==> config.mk <==
export PLATFORM = sky130hd
export DESIGN_NAME = euclidean_dda_line_stepper_top
export DESIGN_NICKNAME = d
export VERILOG_FILES = /design/src/rtl/core/edls_pkg.sv /design/src/rtl/core/edls_load_engine.sv /design/src/rtl/core/euclidean_dda_line_stepper_top.sv
export VERILOG_INCLUDE_DIRS = /design/src /design/src/rtl/core
export SDC_FILE = /design/constraint.sdc
export NUM_CORES = 1
export LEC_CHECK = 0
export BUFFER_PORTS_ARGS = -buffer_cell sky130_fd_sc_hd__buf_2
export CORE_MARGIN = 2
export CORE_UTILIZATION = 40
export CTS_BUF_LIST = sky130_fd_sc_hd__clkbuf_16
export CTS_CLUSTER_DIAMETER = 80
export DETAILED_ROUTE_END_ITERATION = 7
export HOLD_SLACK_MARGIN = 0.05
export PLACE_DENSITY = 0.66
export SKIP_LAST_GASP = 1
export SLEW_MARGIN = 25
export SYNTH_ARGS = -nofsm -noshare
export SYNTH_HDL_FRONTEND = slang
export SYNTH_SLANG_ARGS = --single-unit
==> constraint.sdc <==
create_clock -name i_clk -period 10.9 [get_ports i_clk]
set_input_delay 0.545 -clock i_clk [delete_from_list [all_inputs] [get_ports i_clk]]
set_output_delay 0.545 -clock i_clk [all_outputs]
set_load 0.02 [all_outputs]
==> src/rtl/core/euclidean_dda_line_stepper_top_defines.svh <==
// assertion macros shared by the line stepper rtl
`ifndef EUCLIDEAN_DDA_LINE_STEPPER_TOP_DEFINES_SVH
`define EUCLIDEAN_DDA_LINE_STEPPER_TOP_DEFINES_SVH

`ifndef NO_ASSERTIONS
// same-cycle implication, checked out of reset
`define EDLS_ASSERT_IMP(lbl, ante, cons) \
    lbl: assert property (@(posedge i_clk) disable iff (!i_rst_n) (ante) |-> (cons)) \
        else $error("edls assertion failed");
// next-cycle implication, checked out of reset
`define EDLS_ASSERT_NXT(lbl, ante, cons) \
    lbl: assert property (@(posedge i_clk) disable iff (!i_rst_n) (ante) |=> (cons)) \
        else $error("edls assertion failed");
`else
`define EDLS_ASSERT_IMP(lbl, ante, cons)
`define EDLS_ASSERT_NXT(lbl, ante, cons)
`endif

`endif

==> src/rtl/core/edls_pkg.sv <==
// shared types and constants of the line stepper
`timescale 1ns / 1ps
package edls_pkg;

    // command codes carried in the request tuser
    localparam logic CMD_LOAD = 1'b0;
    localparam logic CMD_STEP = 1'b1;

    // clip registers
    localparam int CLIP_W = 13;
    localparam logic [CLIP_W-1:0] CLIP_RESET = 13'd1024;

    // register select taken from paddr[2]
    localparam logic REG_CLIP_WIDTH  = 1'b0;
    localparam logic REG_CLIP_HEIGHT = 1'b1;

    // load engine sequencer, one-hot
    typedef enum logic [8:0] {
        ST_IDLE  = 9'b000000001,
        ST_SQX   = 9'b000000010,
        ST_SQY   = 9'b000000100,
        ST_SUM   = 9'b000001000,
        ST_LSQRT = 9'b000010000,
        ST_DINIT = 9'b000100000,
        ST_DIV   = 9'b001000000,
        ST_QSQRT = 9'b010000000,
        ST_DONE  = 9'b100000000
    } t_eng_state;

    typedef struct packed {
        logic busy;
        logic done;
    } t_eng_status;

endpackage

==> src/rtl/core/edls_load_engine.sv <==
// load engine: squared length from one squarer, then pixel count and unit steps on one shared subtractor
`timescale 1ns / 1ps
module edls_load_engine import edls_pkg::*; #(
    parameter int FRAC_BITS  = 16,
    parameter int COORD_BITS = 13
) (
    input  logic                           i_clk,
    input  logic                           i_rst_n,
    input  logic                           i_start,
    input  logic        [COORD_BITS-1:0]   i_start_x,
    input  logic        [COORD_BITS-1:0]   i_start_y,
    input  logic        [COORD_BITS-1:0]   i_end_x,
    input  logic        [COORD_BITS-1:0]   i_end_y,
    output t_eng_status                    o_status,
    output logic        [COORD_BITS:0]     o_count,
    output logic signed [FRAC_BITS+1:0]    o_step_x,
    output logic signed [FRAC_BITS+1:0]    o_step_y
);

    localparam int C       = COORD_BITS;
    localparam int F       = FRAC_BITS;
    localparam int SQ_W    = 2 * C;
    localparam int L2_W    = 2 * C + 1;
    localparam int Q_W     = 2 * F + 1;
    localparam int OP_MAX  = (Q_W > L2_W) ? Q_W : L2_W;
    localparam int SR_W    = ((OP_MAX + 1) / 2) * 2;
    localparam int SR_H    = SR_W / 2;
    localparam int U_W     = (L2_W + 1 > SR_H + 2) ? L2_W + 1 : SR_H + 2;
    localparam int CNT_MAX = (2 * F > SR_H) ? 2 * F : SR_H;
    localparam int CNT_W   = $clog2(CNT_MAX);

    t_eng_state r_state, n_state;

    logic        [C-1:0]     r_mx, r_my;
    logic                    r_negx, r_negy;
    logic        [SQ_W-1:0]  r_sqx, r_sqy;
    logic        [L2_W-1:0]  r_l2;
    logic        [L2_W-1:0]  r_rem;
    logic        [Q_W-1:0]   r_quo;
    logic        [SR_W-1:0]  r_sr_op;
    logic        [SR_H+1:0]  r_sr_rem;
    logic        [SR_H-1:0]  r_sr_root;
    logic        [CNT_W-1:0] r_cnt;
    logic                    r_axis;
    logic        [C:0]       r_count;
    logic signed [F+1:0]     r_step_x, r_step_y;

    // start deltas
    logic signed [C:0] dx, dy;
    logic        [C-1:0] abs_dx, abs_dy;

    always_comb begin
        dx = $signed({i_end_x[C-1], i_end_x}) - $signed({i_start_x[C-1], i_start_x});
        dy = $signed({i_end_y[C-1], i_end_y}) - $signed({i_start_y[C-1], i_start_y});
        abs_dx = dx[C] ? C'(-dx) : C'(dx);
        abs_dy = dy[C] ? C'(-dy) : C'(dy);
    end

    // one squarer, used for x then y
    logic [C-1:0]    mul_in;
    logic [SQ_W-1:0] mul_out;
    logic [L2_W-1:0] sum;
    logic [SQ_W-1:0] num;

    assign mul_in  = (r_state == ST_SQX) ? r_mx : r_my;
    assign mul_out = SQ_W'(mul_in) * SQ_W'(mul_in);
    assign sum     = L2_W'(r_sqx) + L2_W'(r_sqy);
    assign num     = r_axis ? r_sqy : r_sqx;

    // square root digit step operands
    logic [SR_H+1:0] sr_rem_sh, sr_trial;
    assign sr_rem_sh = {r_sr_rem[SR_H-1:0], r_sr_op[SR_W-1 -: 2]};
    assign sr_trial  = {r_sr_root, 2'b01};

    // shared compare and subtract
    logic [U_W-1:0] u_a, u_b, u_diff;
    logic           u_ge;

    always_comb begin
        case (r_state)
            ST_DINIT: begin
                u_a = U_W'(num);
                u_b = U_W'(r_l2);
            end
            ST_DIV: begin
                u_a = U_W'({r_rem, 1'b0});
                u_b = U_W'(r_l2);
            end
            default: begin
                u_a = U_W'(sr_rem_sh);
                u_b = U_W'(sr_trial);
            end
        endcase
        {u_ge, u_diff} = {1'b1, u_a} - {1'b0, u_b};
    end

    // results of one digit step
    logic [SR_H+1:0] sr_rem_nx;
    logic [SR_H-1:0] sr_root_nx;
    logic [Q_W-1:0]  quo_nx;
    logic            sr_last, div_last;
    logic [F:0]      step_mag;
    logic signed [F+1:0] step_val;
    logic            step_neg;

    always_comb begin
        sr_rem_nx  = u_ge ? u_diff[SR_H+1:0] : sr_rem_sh;
        sr_root_nx = {r_sr_root[SR_H-2:0], u_ge};
        quo_nx     = {r_quo[Q_W-2:0], u_ge};
        sr_last    = (r_cnt == CNT_W'(SR_H - 1));
        div_last   = (r_cnt == CNT_W'(2 * F - 1));
        step_mag   = sr_root_nx[F:0];
        step_neg   = r_axis ? r_negy : r_negx;
        step_val   = step_neg ? -$signed((F+2)'(step_mag)) : $signed((F+2)'(step_mag));
    end

    always_comb begin
        n_state = r_state;
        unique case (r_state)
            ST_IDLE:  if (i_start) n_state = ST_SQX;
            ST_SQX:   n_state = ST_SQY;
            ST_SQY:   n_state = ST_SUM;
            ST_SUM:   n_state = (sum == '0) ? ST_DONE : ST_LSQRT;
            ST_LSQRT: if (sr_last) n_state = ST_DINIT;
            ST_DINIT: n_state = ST_DIV;
            ST_DIV:   if (div_last) n_state = ST_QSQRT;
            ST_QSQRT: if (sr_last) n_state = r_axis ? ST_DONE : ST_DINIT;
            ST_DONE:  n_state = ST_IDLE;
            default:  n_state = ST_IDLE;
        endcase
    end

    always_ff @(posedge i_clk) begin
        if (!i_rst_n) begin
            r_state <= ST_IDLE;
        end else begin
            r_state <= n_state;
        end
    end

    always_ff @(posedge i_clk) begin
        unique case (r_state)
            ST_IDLE: begin
                if (i_start) begin
                    r_mx   <= abs_dx;
                    r_my   <= abs_dy;
                    r_negx <= dx[C];
                    r_negy <= dy[C];
                end
            end
            ST_SQX: r_sqx <= mul_out;
            ST_SQY: r_sqy <= mul_out;
            ST_SUM: begin
                r_l2      <= sum;
                r_sr_op   <= SR_W'(sum);
                r_sr_rem  <= '0;
                r_sr_root <= '0;
                r_cnt     <= '0;
                r_axis    <= 1'b0;
                if (sum == '0) begin
                    r_count  <= '0;
                    r_step_x <= '0;
                    r_step_y <= '0;
                end
            end
            ST_LSQRT: begin
                r_sr_rem  <= sr_rem_nx;
                r_sr_root <= sr_root_nx;
                r_sr_op   <= {r_sr_op[SR_W-3:0], 2'b00};
                r_cnt     <= sr_last ? '0 : r_cnt + 1'b1;
                // ceiling: round up when a remainder is left
                if (sr_last) begin
                    r_count <= (C+1)'(sr_root_nx) + (C+1)'(sr_rem_nx != '0);
                end
            end
            ST_DINIT: begin
                r_quo <= Q_W'(u_ge);
                r_rem <= u_ge ? u_diff[L2_W-1:0] : L2_W'(num);
                r_cnt <= '0;
            end
            ST_DIV: begin
                r_rem <= u_ge ? u_diff[L2_W-1:0] : {r_rem[L2_W-2:0], 1'b0};
                r_quo <= quo_nx;
                r_cnt <= div_last ? '0 : r_cnt + 1'b1;
                if (div_last) begin
                    r_sr_op   <= SR_W'(quo_nx);
                    r_sr_rem  <= '0;
                    r_sr_root <= '0;
                end
            end
            ST_QSQRT: begin
                r_sr_rem  <= sr_rem_nx;
                r_sr_root <= sr_root_nx;
                r_sr_op   <= {r_sr_op[SR_W-3:0], 2'b00};
                r_cnt     <= sr_last ? '0 : r_cnt + 1'b1;
                if (sr_last) begin
                    if (r_axis) r_step_y <= step_val;
                    else        r_step_x <= step_val;
                    r_axis <= 1'b1;
                end
            end
            ST_DONE: ;
            default: ;
        endcase
    end

    assign o_status.busy = (r_state != ST_IDLE);
    assign o_status.done = (r_state == ST_DONE);
    assign o_count       = r_count;
    assign o_step_x      = r_step_x;
    assign o_step_y      = r_step_y;

endmodule

==> src/rtl/core/euclidean_dda_line_stepper_top.sv <==
// top level of the euclidean dda line stepper
//
// channel   dir  handshake             contents
// s_axis    in   tvalid/tready         tuser=command, tdata=start_x,start_y,end_x,end_y,color
// m_axis    out  tvalid/tready/tlast   tdata=pixel_x,pixel_y,pixel_color, tuser=write_enable
// apb       in   psel/penable/pready   clip_width at 0x0, clip_height at 0x4
//
// a step request registers the next pixel; the pixel sits in the output register until taken
// a load request keeps the block busy while the shared subtractor runs the length root,
//   two divisions and two step roots
// reset is synchronous, active low; it clears the line and sets both clip sizes to 1024
// a stalled output register holds back further requests
`timescale 1ns / 1ps
`include "euclidean_dda_line_stepper_top_defines.svh"
module euclidean_dda_line_stepper_top import edls_pkg::*; #(
    parameter int FRAC_BITS  = 16,
    parameter int COORD_BITS = 13
) (
    input  logic                                         i_clk,
    input  logic                                         i_rst_n,
    // request stream
    input  logic                                         s_axis_tvalid,
    output logic                                         s_axis_tready,
    // start_x, start_y, end_x, end_y, color, zero pad
    input  logic [((4*COORD_BITS+32+7)/8)*8-1:0]         s_axis_tdata,
    // command
    input  logic                                         s_axis_tuser,
    // pixel stream
    output logic                                         m_axis_tvalid,
    input  logic                                         m_axis_tready,
    // pixel_x, pixel_y, pixel_color, zero pad
    output logic [((2*COORD_BITS+32+7)/8)*8-1:0]         m_axis_tdata,
    // write_enable
    output logic                                         m_axis_tuser,
    output logic                                         m_axis_tlast,
    // register port
    input  logic                                         psel,
    input  logic                                         penable,
    input  logic                                         pwrite,
    input  logic [2:0]                                   paddr,
    input  logic [31:0]                                  pwdata,
    output logic [31:0]                                  prdata,
    output logic                                         pready
);

    localparam int C     = COORD_BITS;
    localparam int F     = FRAC_BITS;
    localparam int OUT_W = ((2 * C + 32 + 7) / 8) * 8;
    localparam int ACC_W = C + F + 1;
    localparam int CMP_W = (C + 1 > CLIP_W) ? C + 1 : CLIP_W;

    // request fields
    logic [C-1:0]  in_start_x, in_start_y, in_end_x, in_end_y;
    logic [31:0]   in_color;

    assign in_start_x = s_axis_tdata[C-1:0];
    assign in_start_y = s_axis_tdata[2*C-1:C];
    assign in_end_x   = s_axis_tdata[3*C-1:2*C];
    assign in_end_y   = s_axis_tdata[4*C-1:3*C];
    assign in_color   = s_axis_tdata[4*C+31:4*C];

    // clip registers
    logic [CLIP_W-1:0] r_clip_w, r_clip_h;
    logic              cfg_wr;

    assign pready = 1'b1;
    assign cfg_wr = psel && penable && pwrite && pready;

    always_ff @(posedge i_clk) begin
        if (!i_rst_n) begin
            r_clip_w <= CLIP_RESET;
            r_clip_h <= CLIP_RESET;
        end else if (cfg_wr) begin
            case (paddr[2])
                REG_CLIP_WIDTH:  r_clip_w <= pwdata[CLIP_W-1:0];
                REG_CLIP_HEIGHT: r_clip_h <= pwdata[CLIP_W-1:0];
                default: ;
            endcase
        end
    end

    // reads of unaligned addresses return zero
    always_comb begin
        prdata = '0;
        if (paddr[1:0] == 2'b00) begin
            unique case (paddr[2])
                REG_CLIP_WIDTH:  prdata = 32'(r_clip_w);
                REG_CLIP_HEIGHT: prdata = 32'(r_clip_h);
                default:         prdata = '0;
            endcase
        end
    end

    // request handshake
    t_eng_status          eng_status;
    logic [C:0]           eng_count;
    logic signed [F+1:0]  eng_step_x, eng_step_y;
    logic                 r_out_valid;
    logic                 in_acc, load_acc, step_acc;

    assign s_axis_tready = !eng_status.busy && (!r_out_valid || m_axis_tready);
    assign in_acc        = s_axis_tvalid && s_axis_tready;
    assign load_acc      = in_acc && (s_axis_tuser == CMD_LOAD);
    assign step_acc      = in_acc && (s_axis_tuser == CMD_STEP);

    // length and unit steps are worked out here by the load engine sequencer
    edls_load_engine #(
        .FRAC_BITS  (FRAC_BITS),
        .COORD_BITS (COORD_BITS)
    ) u_engine (
        .i_clk     (i_clk),
        .i_rst_n   (i_rst_n),
        .i_start   (load_acc),
        .i_start_x (in_start_x),
        .i_start_y (in_start_y),
        .i_end_x   (in_end_x),
        .i_end_y   (in_end_y),
        .o_status  (eng_status),
        .o_count   (eng_count),
        .o_step_x  (eng_step_x),
        .o_step_y  (eng_step_y)
    );

    // line state
    logic signed [ACC_W-1:0] r_pos_x, r_pos_y;
    logic        [C:0]       r_pixels_left;
    logic        [31:0]      r_color;

    // truncate toward zero and clip test, per axis
    logic              neg_x, neg_y;
    logic [ACC_W-1:0]  mag_x, mag_y;
    logic [C:0]        ip_x, ip_y;
    logic [C-1:0]      px, py;
    logic              in_x, in_y;

    always_comb begin
        neg_x = r_pos_x[ACC_W-1];
        neg_y = r_pos_y[ACC_W-1];
        mag_x = neg_x ? ACC_W'(-r_pos_x) : ACC_W'(r_pos_x);
        mag_y = neg_y ? ACC_W'(-r_pos_y) : ACC_W'(r_pos_y);
        ip_x  = mag_x[ACC_W-1:F];
        ip_y  = mag_y[ACC_W-1:F];
        px    = neg_x ? C'(-ip_x) : C'(ip_x);
        py    = neg_y ? C'(-ip_y) : C'(ip_y);
        // a fraction below zero truncates to zero, which is still inside when the clip size is not zero
        in_x  = !(neg_x && ip_x != '0) && (CMP_W'(ip_x) < CMP_W'(r_clip_w));
        in_y  = !(neg_y && ip_y != '0) && (CMP_W'(ip_y) < CMP_W'(r_clip_h));
    end

    always_ff @(posedge i_clk) begin
        if (!i_rst_n) begin
            r_pixels_left <= '0;
        end else if (load_acc) begin
            r_pixels_left <= '0;
        end else if (eng_status.done) begin
            r_pixels_left <= eng_count;
        end else if (step_acc && r_pixels_left != '0) begin
            r_pixels_left <= r_pixels_left - 1'b1;
        end
    end

    always_ff @(posedge i_clk) begin
        if (load_acc) begin
            r_pos_x <= $signed({in_start_x[C-1], in_start_x, {F{1'b0}}});
            r_pos_y <= $signed({in_start_y[C-1], in_start_y, {F{1'b0}}});
            r_color <= in_color;
        end else if (step_acc && r_pixels_left != '0) begin
            r_pos_x <= r_pos_x + ACC_W'(eng_step_x);
            r_pos_y <= r_pos_y + ACC_W'(eng_step_y);
        end
    end

    // output register
    logic [C-1:0]  r_out_x, r_out_y;
    logic [31:0]   r_out_color;
    logic          r_out_we, r_out_last;

    always_ff @(posedge i_clk) begin
        if (!i_rst_n) begin
            r_out_valid <= 1'b0;
        end else if (step_acc && r_pixels_left != '0) begin
            r_out_valid <= 1'b1;
        end else if (m_axis_tready) begin
            r_out_valid <= 1'b0;
        end
    end

    always_ff @(posedge i_clk) begin
        if (step_acc && r_pixels_left != '0) begin
            r_out_x     <= px;
            r_out_y     <= py;
            r_out_color <= r_color;
            r_out_we    <= in_x && in_y;
            r_out_last  <= (r_pixels_left == (C+1)'(1));
        end
    end

    assign m_axis_tvalid = r_out_valid;
    assign m_axis_tdata  = OUT_W'({r_out_color, r_out_y, r_out_x});
    assign m_axis_tuser  = r_out_we;
    assign m_axis_tlast  = r_out_last;

    `EDLS_ASSERT_IMP(a_busy_blocks_requests, eng_status.busy, !s_axis_tready)
    `EDLS_ASSERT_NXT(a_done_sets_count, eng_status.done, r_pixels_left == $past(eng_count))
    `EDLS_ASSERT_NXT(a_step_emits_pixel, step_acc && r_pixels_left != '0, r_out_valid)
    `EDLS_ASSERT_NXT(a_idle_step_quiet, step_acc && r_pixels_left == '0, r_pixels_left == '0)

endmodule

==> results.md <==
- The overall global routing resource usage is 0.178.
- The worst-case IR drop observed on VDD is 0.000843 V.
- The cell area power density is 345 nW/um^2.
- The clock edge transition at the registers on the reported setup and hold paths is roughly 0.060 ns.
- The warning count from the yosys run is 0.
- Of the cells placed in the final design, the portion with a size suffix greater than 1 is 0.103.
- The via count of the first global-routing pass is 23,200.
- The H-tree generated during clock tree synthesis spans 2 levels.
- The worst path needs 8.84 ns of the cycle, external delays included.
- Counting flops and latches in the post-synthesis netlist gives 490.
- The TritonCTS clock tree is yes.
- In this run the vertical extent of the chip is 291 um.
- The launching element type of the critical path is a flip-flop.
- After synthesis the cells add up to 32,900 um^2.
- The global placement routability congestion is 0.875.
- Clock skew on the completed layout was measured at 0.0379 ns.
- After floorplanning, the core was sized to cover 81,700 um^2.
- For the worst-skew pair, the clock arrives at the later sink with an insertion delay of about 0.63 ns.
- The routed wire length per instance is 16.9 um.
- The growth of design area from synthesis to finish is 11.7%.
- The initialized floorplan defines 105 standard-cell rows.
- For this run, design rule violations remaining after detail routing come to 0.
- The number of clock buffers added by TritonCTS is 53.
- The detailed router placed 24,100 vias in this run.
- The worst setup path is captured at a flip-flop.
- At the worst endpoint, the arrival time is a little over 9 ns.
- The total count of max-transition violations in the final report is 0.
- The post-CTS setup-driven buffer insertion count is 0.
- For this configuration, the core starts out at a cell density of 0.402.
- The hold violation total from the final report is 0.
- Wires add up to 76,600 um.
- Yosys mapped the design onto 82 distinct sky130hd cell types.
- Summed over all nets, the half-perimeter wirelength after detailed placement is about 57,000 um.
- The port buffer count is 182.
- In the final timing run, aggregate negative setup slack is 0 ns.
- The worst max-slew margin expressed relative to the limit is 0.234.
- For this design, the sink count on the clock tree is slightly below 500.
- After global routing the overflow that remains totals 0.
- The standby leakage power is ~15 nW.
- After clock tree synthesis, the repair step resized 0 gates.
- Counting along the longest clock path gives a buffer depth of 3.
- The tree is rooted in a sky130_fd_sc_hd__clkbuf_16.
- For this run, the detailed router's first-pass iteration total came to 5.
- The post-layout net count is 3,899.
- The mean instance size in the synthesized netlist is ~10 um^2.
- The proportion of netlist area held by the largest area contributor is 0.373.
- Power comes to 12.6 mW.
- The sequential fraction of the synthesis area is 0.423.
- The quantity of hold-fixing buffers added after cts is 0.
- The async set-reset flop share out of synthesis is 0.
- The final antenna diode count is 0.
- The detailed-route vias per instance is roughly 5.3.
- The number of antenna violations at the first check in global routing was 0.
- At the pin with the least slew margin, the transition time is 1.13 ns.
- The first-pass GRT wire length is 123,000 um.
- The run finished with clean final reports.
- In the post-synthesis netlist, the biggest area contributors are sky130_fd_sc_hd__edfxtp_1 37%, sky130_fd_sc_hd__ha_1 9.1%, sky130_fd_sc_hd__fa_1 6.2%.
- The main flop type after synthesis is sky130_fd_sc_hd__edfxtp_1.
- For this block, the initial DRC count from the detailed router was 1,733.
- The final cycle utilization of the critical path is 0.811.
- The number of enable-type register cells in the synthesized netlist is 408.
- The detail route stage leaves a number of antenna-violating nets equal to 0.
- For this run, the top clock speed supported by timing is 113 MHz.
- Data on the critical path is required at its endpoint by 11.23 ns.
- The worst-path maximum fanout is 44.
- The tightest min-delay check is of the in2reg type.
- The die covers 84,500 um^2.
- The placed standard-cell area is 34,800 um^2.
- The die outline width is between 200 and 300 um.
- Synthesis produced ~3,300 cells.
- The pin count of the biggest net entering global routing is slightly below 70.
- The top-level port count is 232.
- The max-capacitance violation count is 0.
- The critical path start-end classification is reg2reg.
- Setup repair after global routing left no endpoint under its margin.
- After routing the design area is about 37,000 um^2.
- The most area-hungry cell type in the Yosys netlist is sky130_fd_sc_hd__edfxtp_1.
- The count of final setup violators is 0.
==> cell type report <==
type | instances | area, um^2
multi-input cells | 2370 | 17400
clock inverters | 43 | 505
repair buffers | 207 | 1110
inverters | 304 | 1140
fillers | 7730 | 45000
clock buffers | 54 | 1350
flip-flops and latches | 490 | 13900
well taps | 1070 | 1340
==> synthesized netlist by cell type (27+ instances only) <==
library cell / instances
sky130_fd_sc_hd__edfxtp_1: 408
sky130_fd_sc_hd__nand2_1: 333
sky130_fd_sc_hd__inv_1: 298
sky130_fd_sc_hd__nor2_1: 242
sky130_fd_sc_hd__ha_1: 240
sky130_fd_sc_hd__a21oi_1: 167
sky130_fd_sc_hd__o21ai_0: 162
sky130_fd_sc_hd__xnor2_1: 159
sky130_fd_sc_hd__fa_1: 102
sky130_fd_sc_hd__clkbuf_1: 101
sky130_fd_sc_hd__dfxtp_1: 82
sky130_fd_sc_hd__xor2_1: 82
sky130_fd_sc_hd__a21o_1: 80
sky130_fd_sc_hd__mux2i_1: 74
sky130_fd_sc_hd__nand3_1: 69
sky130_fd_sc_hd__and2_1: 59
sky130_fd_sc_hd__nor3_1: 55
sky130_fd_sc_hd__o211ai_1: 39
sky130_fd_sc_hd__a21boi_0: 32
sky130_fd_sc_hd__o21a_1: 30
sky130_fd_sc_hd__and3_1: 27
sky130_fd_sc_hd__nor2b_1: 27
==> cell usage in the layout (no fill, tap or decap), types with 13 or more instances in the layout <==
cell	count
sky130_fd_sc_hd__a211o_1	13
sky130_fd_sc_hd__a211oi_1	24
sky130_fd_sc_hd__a21boi_0	32
sky130_fd_sc_hd__a21o_1	80
sky130_fd_sc_hd__a21oi_1	165
sky130_fd_sc_hd__a31oi_1	25
sky130_fd_sc_hd__and2_1	59
sky130_fd_sc_hd__and3_1	27
sky130_fd_sc_hd__buf_2	182
sky130_fd_sc_hd__buf_4	24
sky130_fd_sc_hd__clkbuf_16	54
sky130_fd_sc_hd__conb_1	26
sky130_fd_sc_hd__dfxtp_1	82
sky130_fd_sc_hd__edfxtp_1	408
sky130_fd_sc_hd__fa_1	102
sky130_fd_sc_hd__ha_1	240
sky130_fd_sc_hd__inv_1	302
sky130_fd_sc_hd__mux2_2	14
sky130_fd_sc_hd__mux2i_1	73
sky130_fd_sc_hd__nand2_1	332
sky130_fd_sc_hd__nand2b_1	25
sky130_fd_sc_hd__nand3_1	68
sky130_fd_sc_hd__nand4_1	25
sky130_fd_sc_hd__nor2_1	242
sky130_fd_sc_hd__nor2b_1	27
sky130_fd_sc_hd__nor3_1	55
sky130_fd_sc_hd__nor4_1	25
sky130_fd_sc_hd__o211ai_1	39
sky130_fd_sc_hd__o21a_1	30
sky130_fd_sc_hd__o21ai_0	161
sky130_fd_sc_hd__o22ai_1	19
sky130_fd_sc_hd__o31ai_1	18
sky130_fd_sc_hd__or2_2	15
sky130_fd_sc_hd__or3_1	23
sky130_fd_sc_hd__xnor2_1	159
sky130_fd_sc_hd__xor2_1	82
==> flip-flops by register name, summed over array words and instances, names as in the netlist, 18 cells and up <==
| register | flops |
|---|---|
| u_engine.o_step_y | 18 |
| u_engine.o_step_x | 18 |
| r_pos_x | 30 |
| u_engine.r_quo | 32 |
| u_engine.r_rem | 27 |
| r_pos_y | 30 |
| u_engine.r_l2 | 27 |
| u_engine.r_sr_op | 34 |
| r_out_color | 32 |
| u_engine.r_sqy | 25 |
| u_engine.r_sqx | 25 |
| r_color | 32 |
==> final timing paths <==
path	startpoint	slack (ns)	to	depth (start not counted)
worst max register to register	u_engine.r_state[5]$_SDFFE_PN0P_	2.06	u_engine.r_sqy[25]$_DFFE_PP_	24
worst max-delay path	u_engine.r_state[5]$_SDFFE_PN0P_	2.06	u_engine.r_sqy[25]$_DFFE_PP_	24
worst min-delay path	s_axis_tdata[79]	0.1	r_color[27]$_DFFE_PP_	1
worst min register to register	r_color[16]$_DFFE_PP_	0.42	r_out_color[16]$_DFFE_PP_	0
==> worst max-delay path, stage by stage, from the launching register on <==
cell	delay, ns
sky130_fd_sc_hd__dfxtp_1	0.39
sky130_fd_sc_hd__nor4_2	0.39
sky130_fd_sc_hd__nand2_1	0.16
sky130_fd_sc_hd__nor4b_2	0.23
sky130_fd_sc_hd__buf_4	0.55
sky130_fd_sc_hd__mux2i_1	0.83
sky130_fd_sc_hd__clkinv_1	0.61
sky130_fd_sc_hd__nand2_1	0.27
sky130_fd_sc_hd__fa_1	0.44
sky130_fd_sc_hd__fa_1	0.53
sky130_fd_sc_hd__inv_1	0.06
sky130_fd_sc_hd__fa_1	0.46
sky130_fd_sc_hd__fa_1	0.49
sky130_fd_sc_hd__inv_1	0.05
sky130_fd_sc_hd__fa_1	0.52
sky130_fd_sc_hd__inv_1	0.04
sky130_fd_sc_hd__ha_1	0.24
sky130_fd_sc_hd__a2111oi_0	0.81
sky130_fd_sc_hd__a311oi_1	0.33
sky130_fd_sc_hd__o311a_1	0.41
sky130_fd_sc_hd__o21a_1	0.18
sky130_fd_sc_hd__o21ai_0	0.15
sky130_fd_sc_hd__nand2b_1	0.07
sky130_fd_sc_hd__a21oi_1	0.17
sky130_fd_sc_hd__xnor2_1	0.10
==> power breakdown <==
group,switching [mW],internal [mW]
sequential,0.254,3.04
clock,0.780,1.14
combinational,4.37,3.06
total,5.41,7.24
==> logic make-up after synthesis <==
| family | share of synthesized area |
|---|---|
| compound gates | 0.135 |
| xor+xnor | 0.0642 |
| fa+ha+maj | 0.154 |
| buf+inv | 0.0538 |
| flops | 0.423 |
| mux | 0.0273 |
| other cells | 0.000229 |
| simple gates | 0.143 |
==> routing by layer <==
layer  global-route usage  part of all wire  routed length [um]
met1                0.240              0.46               35000
met4               0.0523             0.023                1780
met5                    0                 0                   0
met3               0.0224             0.044                3400
met2                0.300              0.48               36400
==> stage by stage <==
step,worst slack [ns],std cells,utilization,hold WS (ns)
CTS,2.10,4537,0.449,0.0640
global route,1.51,4538,0.449,0.0678
global placement,2.36,4440,0.426,0.400
finish,2.06,4538,0.449,0.0975
floorplan,2.44,3302,-,0.400
detailed placement,2.19,4440,0.426,0.405
(Power assumes the default switching activity.)
